**src/sv/i2cbm_pkg.sv**
```systemverilog
`timescale 1ns / 1ps
// ----------------------------------------------------------------------------
// i2cbm_pkg
// Shared types and constants for the bit-level I2C master.
// ----------------------------------------------------------------------------
package i2cbm_pkg;

   localparam int unsigned ACT_W   = 3;
   localparam int unsigned BYTE_W  = 8;
   localparam int unsigned BIT_CNT_W = 3;

   localparam logic [BYTE_W-1:0]    ACK_TIMEOUT_RESET = 8'd250;
   localparam logic [BIT_CNT_W-1:0] LAST_BIT          = 3'd7;

   // Command codes carried on the action field
   typedef enum logic [ACT_W-1:0] {
      ACT_TICK  = 3'd0,
      ACT_START = 3'd1,
      ACT_STOP  = 3'd2,
      ACT_WRITE = 3'd3,
      ACT_READ  = 3'd4,
      ACT_ACK   = 3'd5,
      ACT_WAIT  = 3'd6
   } action_type;

   typedef enum logic [3:0] {
      PH_IDLE,
      PH_START_B,
      PH_START_C,
      PH_STOP_B,
      PH_STOP_C,
      PH_ACK_B,
      PH_ACK_C,
      PH_WR_HIGH,
      PH_WR_LOW,
      PH_RD_HIGH,
      PH_RD_LOW,
      PH_WA_POLL
   } phase_type;

   typedef struct packed {
      logic              scl;
      logic              sda;
      logic              busy;
      logic              done;
      logic [BYTE_W-1:0] read_data;
      logic              ack_missing;
   } result_type;

endpackage

```
**src/sv/i2cbm_seq.sv**
```systemverilog
`timescale 1ns / 1ps
// ----------------------------------------------------------------------------
// i2cbm_seq
// Bus phase sequencer: holds the SCL/SDA state and advances it by one tick
// for every transaction that moves into the result register.
// ----------------------------------------------------------------------------
module i2cbm_seq (
   input  logic                          clock,
   input  logic                          reset,
   input  logic                          step,
   input  logic [i2cbm_pkg::ACT_W-1:0]   action,
   input  logic [i2cbm_pkg::BYTE_W-1:0]  write_data,
   input  logic                          send_nack,
   input  logic                          sda_in,
   input  logic [i2cbm_pkg::BYTE_W-1:0]  ack_timeout,
   output i2cbm_pkg::result_type         result
);
   import i2cbm_pkg::*;

   phase_type            phase_ff,     phase_in;
   logic [BIT_CNT_W-1:0] bit_count_ff, bit_count_in;
   logic [BYTE_W-1:0]    shift_ff,     shift_in;
   logic [BYTE_W-1:0]    poll_ff,      poll_in;
   logic [BYTE_W-1:0]    read_hold_ff, read_hold_in;
   logic                 scl_ff,       scl_in;
   logic                 sda_ff,       sda_in_lvl;
   logic                 nack_ff,      nack_in;
   logic                 done;

   always_ff @(posedge clock) begin
      if (reset) begin
         phase_ff     <= PH_IDLE;
         bit_count_ff <= '0;
         shift_ff     <= '0;
         poll_ff      <= '0;
         read_hold_ff <= '0;
         scl_ff       <= 1'b1;
         sda_ff       <= 1'b1;
         nack_ff      <= 1'b0;
      end else if (step) begin
         phase_ff     <= phase_in;
         bit_count_ff <= bit_count_in;
         shift_ff     <= shift_in;
         poll_ff      <= poll_in;
         read_hold_ff <= read_hold_in;
         scl_ff       <= scl_in;
         sda_ff       <= sda_in_lvl;
         nack_ff      <= nack_in;
      end
   end

   always_comb begin
      phase_in     = phase_ff;
      bit_count_in = bit_count_ff;
      shift_in     = shift_ff;
      poll_in      = poll_ff;
      read_hold_in = read_hold_ff;
      scl_in       = scl_ff;
      sda_in_lvl   = sda_ff;
      nack_in      = nack_ff;
      done         = 1'b0;

      unique case (phase_ff)
         PH_IDLE: begin
            unique case (action)
               ACT_START: begin
                  scl_in = 1'b1; sda_in_lvl = 1'b1; phase_in = PH_START_B;
               end
               ACT_STOP: begin
                  scl_in = 1'b0; sda_in_lvl = 1'b0; phase_in = PH_STOP_B;
               end
               ACT_WRITE: begin
                  shift_in = write_data; bit_count_in = '0;
                  scl_in = 1'b0; sda_in_lvl = write_data[BYTE_W-1];
                  phase_in = PH_WR_HIGH;
               end
               ACT_READ: begin
                  shift_in = '0; bit_count_in = '0;
                  scl_in = 1'b0; sda_in_lvl = 1'b1; phase_in = PH_RD_HIGH;
               end
               ACT_ACK: begin
                  scl_in = 1'b0; sda_in_lvl = send_nack; phase_in = PH_ACK_B;
               end
               ACT_WAIT: begin
                  poll_in = '0; nack_in = 1'b0;
                  scl_in = 1'b1; sda_in_lvl = 1'b1; phase_in = PH_WA_POLL;
               end
               default: ;
            endcase
         end
         PH_START_B: begin
            sda_in_lvl = 1'b0; phase_in = PH_START_C;
         end
         PH_START_C: begin
            scl_in = 1'b0; phase_in = PH_IDLE; done = 1'b1;
         end
         PH_STOP_B: begin
            scl_in = 1'b1; phase_in = PH_STOP_C;
         end
         PH_STOP_C: begin
            sda_in_lvl = 1'b1; phase_in = PH_IDLE; done = 1'b1;
         end
         PH_ACK_B: begin
            scl_in = 1'b1; phase_in = PH_ACK_C;
         end
         PH_ACK_C: begin
            scl_in = 1'b0; phase_in = PH_IDLE; done = 1'b1;
         end
         PH_WR_HIGH: begin
            scl_in   = 1'b1;
            shift_in = {shift_ff[BYTE_W-2:0], 1'b0};
            phase_in = PH_WR_LOW;
         end
         PH_WR_LOW: begin
            scl_in = 1'b0;
            if (bit_count_ff == LAST_BIT) begin
               phase_in = PH_IDLE; done = 1'b1;
            end else begin
               bit_count_in = bit_count_ff + 1'b1;
               sda_in_lvl   = shift_ff[BYTE_W-1];
               phase_in     = PH_WR_HIGH;
            end
         end
         PH_RD_HIGH: begin
            scl_in   = 1'b1;
            shift_in = {shift_ff[BYTE_W-2:0], sda_in};
            phase_in = PH_RD_LOW;
         end
         PH_RD_LOW: begin
            scl_in = 1'b0;
            if (bit_count_ff == LAST_BIT) begin
               read_hold_in = shift_ff; phase_in = PH_IDLE; done = 1'b1;
            end else begin
               bit_count_in = bit_count_ff + 1'b1;
               phase_in     = PH_RD_HIGH;
            end
         end
         PH_WA_POLL: begin
            if (!sda_in) begin
               scl_in = 1'b0; nack_in = 1'b0; phase_in = PH_IDLE; done = 1'b1;
            end else if (poll_ff >= ack_timeout) begin
               // timed out: flag it and drive the stop sequence
               nack_in = 1'b1; scl_in = 1'b0; sda_in_lvl = 1'b0;
               phase_in = PH_STOP_B;
            end else begin
               poll_in = poll_ff + 1'b1;
            end
         end
         default: phase_in = PH_IDLE;
      endcase
   end

   always_comb begin
      result.scl         = scl_in;
      result.sda         = sda_in_lvl;
      result.busy        = (phase_in != PH_IDLE);
      result.done        = done;
      result.read_data   = read_hold_in;
      result.ack_missing = nack_in;
   end

endmodule

```
**src/sv/i2c_bit_level_master.sv**
```systemverilog
`timescale 1ns / 1ps
// ----------------------------------------------------------------------------
// i2c_bit_level_master
// Tick-driven I2C master: one request per bus tick, one response per request.
// ----------------------------------------------------------------------------
// Each request is one bus timing tick carrying the sampled SDA level and, when
// the master is idle, an optional command (start, stop, write byte, read byte,
// send ack/nack, wait ack). One request is taken every clock while the response
// is not stalled; its response is valid once the transaction has moved from
// the request register into the result register, the phase sequencer
// advancing by one tick as it does. Only a stalled response holds the input.
// Commands that arrive while busy are ignored. The ack timeout register may be
// written through the csr port while no transaction is in flight; it resets
// to 250.
module i2c_bit_level_master (
   input  logic                          clock,
   input  logic                          reset,
   input  logic                          req_valid,
   output logic                          req_stall,
   input  logic [i2cbm_pkg::ACT_W-1:0]   req_action,
   input  logic [i2cbm_pkg::BYTE_W-1:0]  req_write_data,
   input  logic                          req_send_nack,
   input  logic                          req_sda_in,
   output logic                          rsp_valid,
   input  logic                          rsp_stall,
   output logic                          rsp_scl_out,
   output logic                          rsp_sda_out,
   output logic                          rsp_busy_res,
   output logic                          rsp_done_res,
   output logic [i2cbm_pkg::BYTE_W-1:0]  rsp_read_data,
   output logic                          rsp_ack_missing,
   input  logic                          csr_valid,
   output logic                          csr_ready,
   input  logic [i2cbm_pkg::BYTE_W-1:0]  csr_data
);
   import i2cbm_pkg::*;

   logic              in_valid_ff;
   logic [ACT_W-1:0]  action_ff;
   logic [BYTE_W-1:0] wdata_ff;
   logic              nack_ff;
   logic              sda_ff;
   logic [BYTE_W-1:0] timeout_ff;
   logic              rsp_valid_ff;
   result_type        rsp_ff;
   result_type        result;
   logic              advance;
   logic              take;

   assign advance   = in_valid_ff && !(rsp_valid_ff && rsp_stall);
   assign req_stall = in_valid_ff && !advance;
   assign take      = req_valid && !req_stall;
   assign csr_ready = 1'b1;

   always_ff @(posedge clock) begin
      if (reset) begin
         timeout_ff <= ACK_TIMEOUT_RESET;
      end else if (csr_valid && csr_ready) begin
         timeout_ff <= csr_data;
      end
   end

   // request register
   always_ff @(posedge clock) begin
      if (reset) begin
         in_valid_ff <= 1'b0;
      end else if (take || advance) begin
         in_valid_ff <= take;
      end
   end

   always_ff @(posedge clock) begin
      if (take) begin
         action_ff <= req_action;
         wdata_ff  <= req_write_data;
         nack_ff   <= req_send_nack;
         sda_ff    <= req_sda_in;
      end
   end

   i2cbm_seq u_seq (
      .clock       (clock),
      .reset       (reset),
      .step        (advance),
      .action      (action_ff),
      .write_data  (wdata_ff),
      .send_nack   (nack_ff),
      .sda_in      (sda_ff),
      .ack_timeout (timeout_ff),
      .result      (result)
   );

   // result register
   always_ff @(posedge clock) begin
      if (reset) begin
         rsp_valid_ff <= 1'b0;
      end else if (advance || !rsp_stall) begin
         rsp_valid_ff <= advance;
      end
   end

   always_ff @(posedge clock) begin
      if (advance) begin
         rsp_ff <= result;
      end
   end

   assign rsp_valid       = rsp_valid_ff;
   assign rsp_scl_out     = rsp_ff.scl;
   assign rsp_sda_out     = rsp_ff.sda;
   assign rsp_busy_res    = rsp_ff.busy;
   assign rsp_done_res    = rsp_ff.done;
   assign rsp_read_data   = rsp_ff.read_data;
   assign rsp_ack_missing = rsp_ff.ack_missing;

   a_done_not_busy: assert property (@(posedge clock) disable iff (reset)
      rsp_valid && rsp_done_res |-> !rsp_busy_res)
      else $error("done and busy reported together");

   a_stall_needs_item: assert property (@(posedge clock) disable iff (reset)
      req_stall |-> in_valid_ff)
      else $error("request stalled with an empty request register");

   a_item_moves: assert property (@(posedge clock) disable iff (reset)
      in_valid_ff && !(rsp_valid && rsp_stall) |=> rsp_valid)
      else $error("transaction lost between request and result registers");

endmodule

```
**config.mk**
```make
export PLATFORM = sky130hd
export DESIGN_NAME = i2c_bit_level_master
export DESIGN_NICKNAME = d
export VERILOG_FILES = /design/src/sv/i2cbm_pkg.sv /design/src/sv/i2cbm_seq.sv /design/src/sv/i2c_bit_level_master.sv
export SDC_FILE = /design/constraint.sdc
export NUM_CORES = 1
export LEC_CHECK = 0
export BUFFER_PORTS_ARGS = -buffer_cell sky130_fd_sc_hd__buf_2
export CAP_MARGIN = 10
export CORE_MARGIN = 5
export CORE_UTILIZATION = 25
export DETAILED_ROUTE_END_ITERATION = 6
export SLEW_MARGIN = 5
export SYNTH_ARGS = -nofsm -noshare
export SYNTH_HDL_FRONTEND = slang
export SYNTH_HIERARCHICAL = 1
export SYNTH_SLANG_ARGS = --single-unit
```
**constraint.sdc**
```tcl
create_clock -name clock -period 6.3 [get_ports clock]
set_clock_uncertainty 0.15 [all_clocks]
set_input_delay 0.63 -clock clock [delete_from_list [all_inputs] [get_ports clock]]
set_output_delay 0.63 -clock clock [all_outputs]
set_load 0.005 [all_outputs]
```
Word level (Yosys, flattened, before mapping)
Cells that the tools add are included.
{ "totals": {"reg_bits": 70, "out_inout_bits": 16, "word_cells": 107} }
{ "op_classes": {"n_addsub": 2, "order_cmp": 1, "n_eq_ne": 24, "mux": 33, "n_reduce_logical": 26} }
{ "op_table": {"columns": ["cell", "n"], "rows": [
  ["$mux 8", 5],
  ["$pmux 4 s9", 1],
  ["$pmux 8 s2", 2],
  ["$pmux 4 s6", 1],
  ["$pmux 8 s3", 1],
  ["$eq 4x3->1 const B", 4],
  ["$eq 4x4->1 const B", 4],
  ["$eq 3x3->1 const B", 4],
  ["$mux 4", 3],
  ["$reduce_or 4->1", 3],
  ["$mux 1", 10],
  ["$ne 2x2->1 const B", 5],
  ["$mux 3", 3],
  ["$add 8x1->8 const B", 1],
  ["$eq 4x2->1 const B", 2],
  ["$ge 8x8->1", 1],
  ["$pmux 1 s4", 2],
  ["$eq 3x2->1 const B", 2],
  ["$pmux 3 s2", 1],
  ["$reduce_or 2->1", 3],
  ["$reduce_or 3->1", 2],
  ["$pmux 1 s5", 1],
  ["$reduce_and 5->1", 1],
  ["$eq 4x1->1 const B", 1],
  ["14 further kinds", 23]
]} }

Depth between registers and ports, before layout
{ "depth": {"depth_word": 8, "mapped_depth": 9, "ltp_nobuf": 7} }

Modules after synthesis
Netlist, hierarchy kept.
{ "modules_own_cells": {"columns": ["mod", "n_inst", "cells_each", "area_per_inst_um2"], "rows": [
  ["i2cbm_seq", 1, 299, 2439.8],
  ["i2c_bit_level_master", 1, 64, 1172.4]
]} }

Least setup slack after synthesis
Ideal clock, no wire load.
{ "synth_timing": {"path_type": "input to register", "from": "in rsp_stall", "to": "reg u_seq.poll_ff[2]", "t_arrival_ns": 3.001, "required_ns": 6.071, "slack_ns": 3.070, "stages": 6, "path_buffers": 1, "cell_sequence": "a21boi_0 buf_2 inv_1 or3_1 or4_1 o211ai_1"} }
{ "synth_via": {"elab_chain_cells": 4} }
{ "synth_rtl": {"columns": ["element", "line_no", "rtl"], "rows": [
  ["start: declaration", "i2c_bit_level_master.sv:25", "input logic rsp_stall,"],
  ["$logic_and 1x1->1", "i2c_bit_level_master.sv:50", "assign advance = in_valid_ff && !(rsp_valid_ff && rsp_stall);"],
  ["$logic_not 1->1", "i2c_bit_level_master.sv:50", null],
  ["$logic_and 1x1->1", "i2c_bit_level_master.sv:50", null],
  ["$reduce_and 5->1 (no line)", null, null],
  ["end signal: assignment", "i2cbm_seq.sv:44", "poll_ff <= poll_in;"],
  ["end: declaration", "i2cbm_seq.sv:23", "logic [BYTE_W-1:0] poll_ff, poll_in;"]
]} }
No other way between the ends.
A chain may end at the register's enable or synchronous reset.

Worst setup path in the final report
{ "layout_timing": {"from": "reg u_seq.poll_ff[0]", "to": "reg u_seq.poll_ff[2]"} }
{ "layout_via": {"elab_chain_cells": 4, "elab_cells_between_ends": 7} }
{ "layout_rtl": {"columns": ["element", "line_no", "rtl"], "rows": [
  ["$add 8x1->8", "i2cbm_seq.sv:146", "poll_in = poll_ff + 1'b1;"],
  ["$mux 8", "i2cbm_seq.sv:141", "end else if (poll_ff >= ack_timeout) begin"],
  ["$mux 8", "i2cbm_seq.sv:139", "if (!sda_in) begin"],
  ["$pmux 8 s2", "i2cbm_seq.sv:63", "unique case (phase_ff)"]
]} }
Parallel ways exist; a longest one is shown, timed or not. The select of a mux whose other input is x is not followed.

==> impl_results.md <==
* Outcome: finished, final reports clean
* Period utilization at about two fifths
* CP Max Fanout at 11
* Via density at approximately 4.7
* Max frequency at 383 MHz
* Gate power share at a little under a tenth
* IO buf count at 40
* Routability cong. at between 0.8 and 0.9
* Minimum clock period at between 2000 and 3000 ps
* RSZ-0062 raised after global routing: false
* Fill count at ~1500
* Final setup violating endpoints at 0
* Resized cells post-CTS at 0
* Worst Setup End Kind: flop
* Leak pwr at around 1.7 nW
* Synth Instances at 363
* Layout net count at ~430
* Drt first pass iters at 4
* Clock Latency Late Sink at about 330 ps
* Clock power share at 46.0%
* Final Hold Viols at 0
* Drt total wl at about 7600 µm
* DR iter-0 viols at about 180
* Hold Crit Class: flop to flop
* Grt ovf at 0
* Slowest-stage cell, CP: or4_1
* I/O pin total at 42
* Die height at around 130 µm
* Clk sinks at 70
* Crit path buf inv count at 1
* Share of post-route cells with drive strength above 1 at 19.6%
* CTS Hold Bufs at 0
* Setup TNS Final at 0 ps
* Warnings, synthesis at 6
* Worst Path Class, Setup: flop to flop
* Synth Cell Area at 0.00361 mm²
* Starting density of the core at 25.1%
* Switch Pwr at between 0.2 and 0.3 mW
* Synth-to-Final Area Change at 16.2%
* PwrDens at 274 mW/mm²
* Reg clk slew, reported paths at around 60 ps
* CP startpoint kind: flop
* Seq/Total Area, Yosys at 46.0%
* Post-CTS Setup Inserts at 0
* Final Util at about 29%
* Worst EP required at between 6000 and 7000 ps
* CP Data Arrival Time at 2720 ps
* Clk buf depth at 2
* CTS tree: yes
* Top-area cell type share of the netlist area at roughly a quarter
* CTS buffer count at 9
* Number of inserted diodes at 0
* Syn Area/Cell at 9.95 µm²
* #FFs+latches synth at 70
* CP delay by family, top: compound AO/OA/AOI/OAI gates
* Largest stage delay, worst path at between 500 and 600 ps
* Max_cap viols at 0
* Initial antenna violation count at 0
* Dpl hpwl at about 5500 µm
* Post-synth EDFFs at 26
* Cell chain of the critical path: inv_1 > ha_1 > nand2b_4 > a2111o_1 > a311o_1 > or4_1 > o211ai_1
* Slew Limit Fails at 0
* Net Sw Frac at a little under a quarter
* Clock root buffer: clkbuf_16
* Int Power at around 0.88 mW
* Core Footprint at between 0.01 and 0.015 mm²
* Htree depth at 3
* First-pass GRT wire length at around 13000 µm
* Sequential share of power at between 40% and 50%
* Pin count of the biggest net entering global routing at 44
* DRC violations left at 0
* Net Count, Synth at roughly 400
* Synth Flop Type: dfxtp_1
* Antenna Nets Post-Route at 0
* Synth area leader: dfxtp_1
* GRT Resource Usage Total at a little under a tenth
* Die ar. at ~0.017 mm²
* Fraction of registers with async set/reset at 0%
* Peak VDD IR at 0.161 mV
* Rel. slew slack at a little over a fifth
* Synth unique cells at 64
* Vias in the first global route at between 2000 and 3000
* Die Span X at about 130 µm
* Avg WL per Cell at 13.2 µm
* Routed via count at 2740
* Slew @ Worst Pin at approximately 1200 ps
* Row Count at between 40 and 50
* Area contributors post-synth: dfxtp_1 (24%), edfxtp_1 (22%), mux2i_1 (4.4%)
-- cells by family (layout without fill, tap and decap cells) --
| logic type | after synthesis | in the layout | share of synthesized area, % |
|---|---|---|---|
| other | 1 | 1 | 0.104 |
| multiplexers | 24 | 24 | 6.93 |
| AO/OA/AOI/OAI | 84 | 84 | 17.4 |
| buffers and inverters | 47 | 77 | 6.82 |
| flip-flops | 70 | 70 | 46.0 |
| adder cells (fa/ha/maj) | 12 | 12 | 4.16 |
| AND/OR/NAND/NOR | 124 | 124 | 18.3 |
| XOR/XNOR | 1 | 1 | 0.243 |
-- routing by layer --
metal / global-route usage, % / vias to the layer above / share of wire, % / wire length, µm
met4: 4.71 / 0 / 2.2 / 167
met5: 0 / - / 0 / 0
met1: 12.5 / 1281 / 46 / 3520
met2: 14.2 / 69 / 47 / 3570
li1: - / 1380 / - / -
met3: 2.91 / 10 / 5.0 / 384
-- tightest hold or removal path: stages (launching register included) --
cell and delay [ps]:
dfxtp_1 310, nand2_1 50, a21oi_1 50
-- flip-flops by register name (all words and copies together) (netlist names) --
| signal | count |
|---|---|
| u_seq/bit_count_ff | 3 |
| u_seq/nack_ff | 1 |
| u_seq/shift_ff | 8 |
| u_seq/phase_ff | 4 |
| rsp_read_data | 8 |
| rsp_sda_out | 1 |
| rsp_ack_missing | 1 |
| u_seq/sda_ff | 1 |
| nack_ff | 1 |
| wdata_ff | 8 |
| timeout_ff | 8 |
| u_seq/scl_ff | 1 |
| rsp_valid | 1 |
| u_seq/read_hold_ff | 8 |
| action_ff | 3 |
| in_valid_ff | 1 |
| rsp_busy_res | 1 |
| sda_ff | 1 |
| rsp_done_res | 1 |
| rsp_scl_out | 1 |
| u_seq/poll_ff | 8 |
-- through the flow --
step / power (mW) / area [µm²] / setup slack (ps) / hold slack (ps) / std cells
2_1_floorplan: 0.605 / 3610 / 3070 / 286 / 363
3_3_place_gp: 0.627 / 3880 / 3760 / 294 / 561
5_1_grt: 1.20 / 4200 / 3580 / 303 / 577
6_report: 1.15 / 4200 / 3690 / 308 / 577
3_5_place_dp: 0.630 / 3880 / 3700 / 302 / 561
4_1_cts: 1.16 / 4200 / 3700 / 306 / 577
-- synthesized netlist by cell type (all sizes together), types with 2 or more instances --
cell type / number
nand2: 29
dfxtp: 44
and3: 4
nor3b: 4
clkbuf: 10
a221oi: 2
o21ai: 7
o21a: 2
a221o: 2
o221ai: 2
a211oi: 5
ha: 12
mux2: 8
a31oi: 6
nand4: 8
buf: 17
inv: 20
nor3: 2
nand4b: 2
edfxtp: 26
o22ai: 2
o2bb2ai: 2
o211ai: 4
a21o: 3
a21boi: 4
a211o: 6
a21oi: 22
nor2b: 10
nand2b: 11
a311oi: 8
mux2i: 16
nand3: 15
nor2: 30
-- final timing paths --
path | from | to | slack (ps) | cells after the start
worst max-delay path | u_seq/poll_ff[0]$_SDFFE_PP0P_ | u_seq/poll_ff[2]$_SDFFE_PP0P_ | 3690 | 7
worst min-delay path | u_seq/bit_count_ff[1]$_SDFFE_PP0P_ | u_seq/bit_count_ff[1]$_SDFFE_PP0P_ | 310 | 2
worst max register to register | u_seq/poll_ff[0]$_SDFFE_PP0P_ | u_seq/poll_ff[2]$_SDFFE_PP0P_ | 3690 | 7
worst min register to register | u_seq/bit_count_ff[1]$_SDFFE_PP0P_ | u_seq/bit_count_ff[1]$_SDFFE_PP0P_ | 310 | 2
-- layout by cell type, fill, tap and decap left out, drive strengths merged, types with 7 or more instances in the layout --
cell / count
clkbuf: 10
inv: 20
a21oi: 22
nand4: 8
nand3: 15
mux2: 8
nor2b: 10
nand2b: 11
ha: 12
a311oi: 8
edfxtp: 26
buf: 41
nand2: 29
nor2: 30
mux2i: 16
dfxtp: 44
o21ai: 7
-- power groups by stage --
stage	clock network [mW]	logic [mW]	registers (mW)
6_report	0.528	0.105	0.516
3_5_place_dp	0	0.105	0.525
4_1_cts	0.543	0.106	0.515
2_1_floorplan	0	0.0961	0.509
3_3_place_gp	0	0.102	0.525
5_1_grt	0.565	0.118	0.519
-- cell type report --
type / instances / area (µm²) / area share, %
sequential: 70 / 1660 / 39.6
inverter: 20 / 75.1 / 1.79
timing repair buffer: 41 / 208 / 4.95
clock buffer: 10 / 229 / 5.45
tap: 184 / 230 / 5.48
clock inverter: 6 / 86.3 / 2.06
multi-input combinational: 246 / 1710 / 40.7
Note: power is estimated with default switching activity, not from simulation.
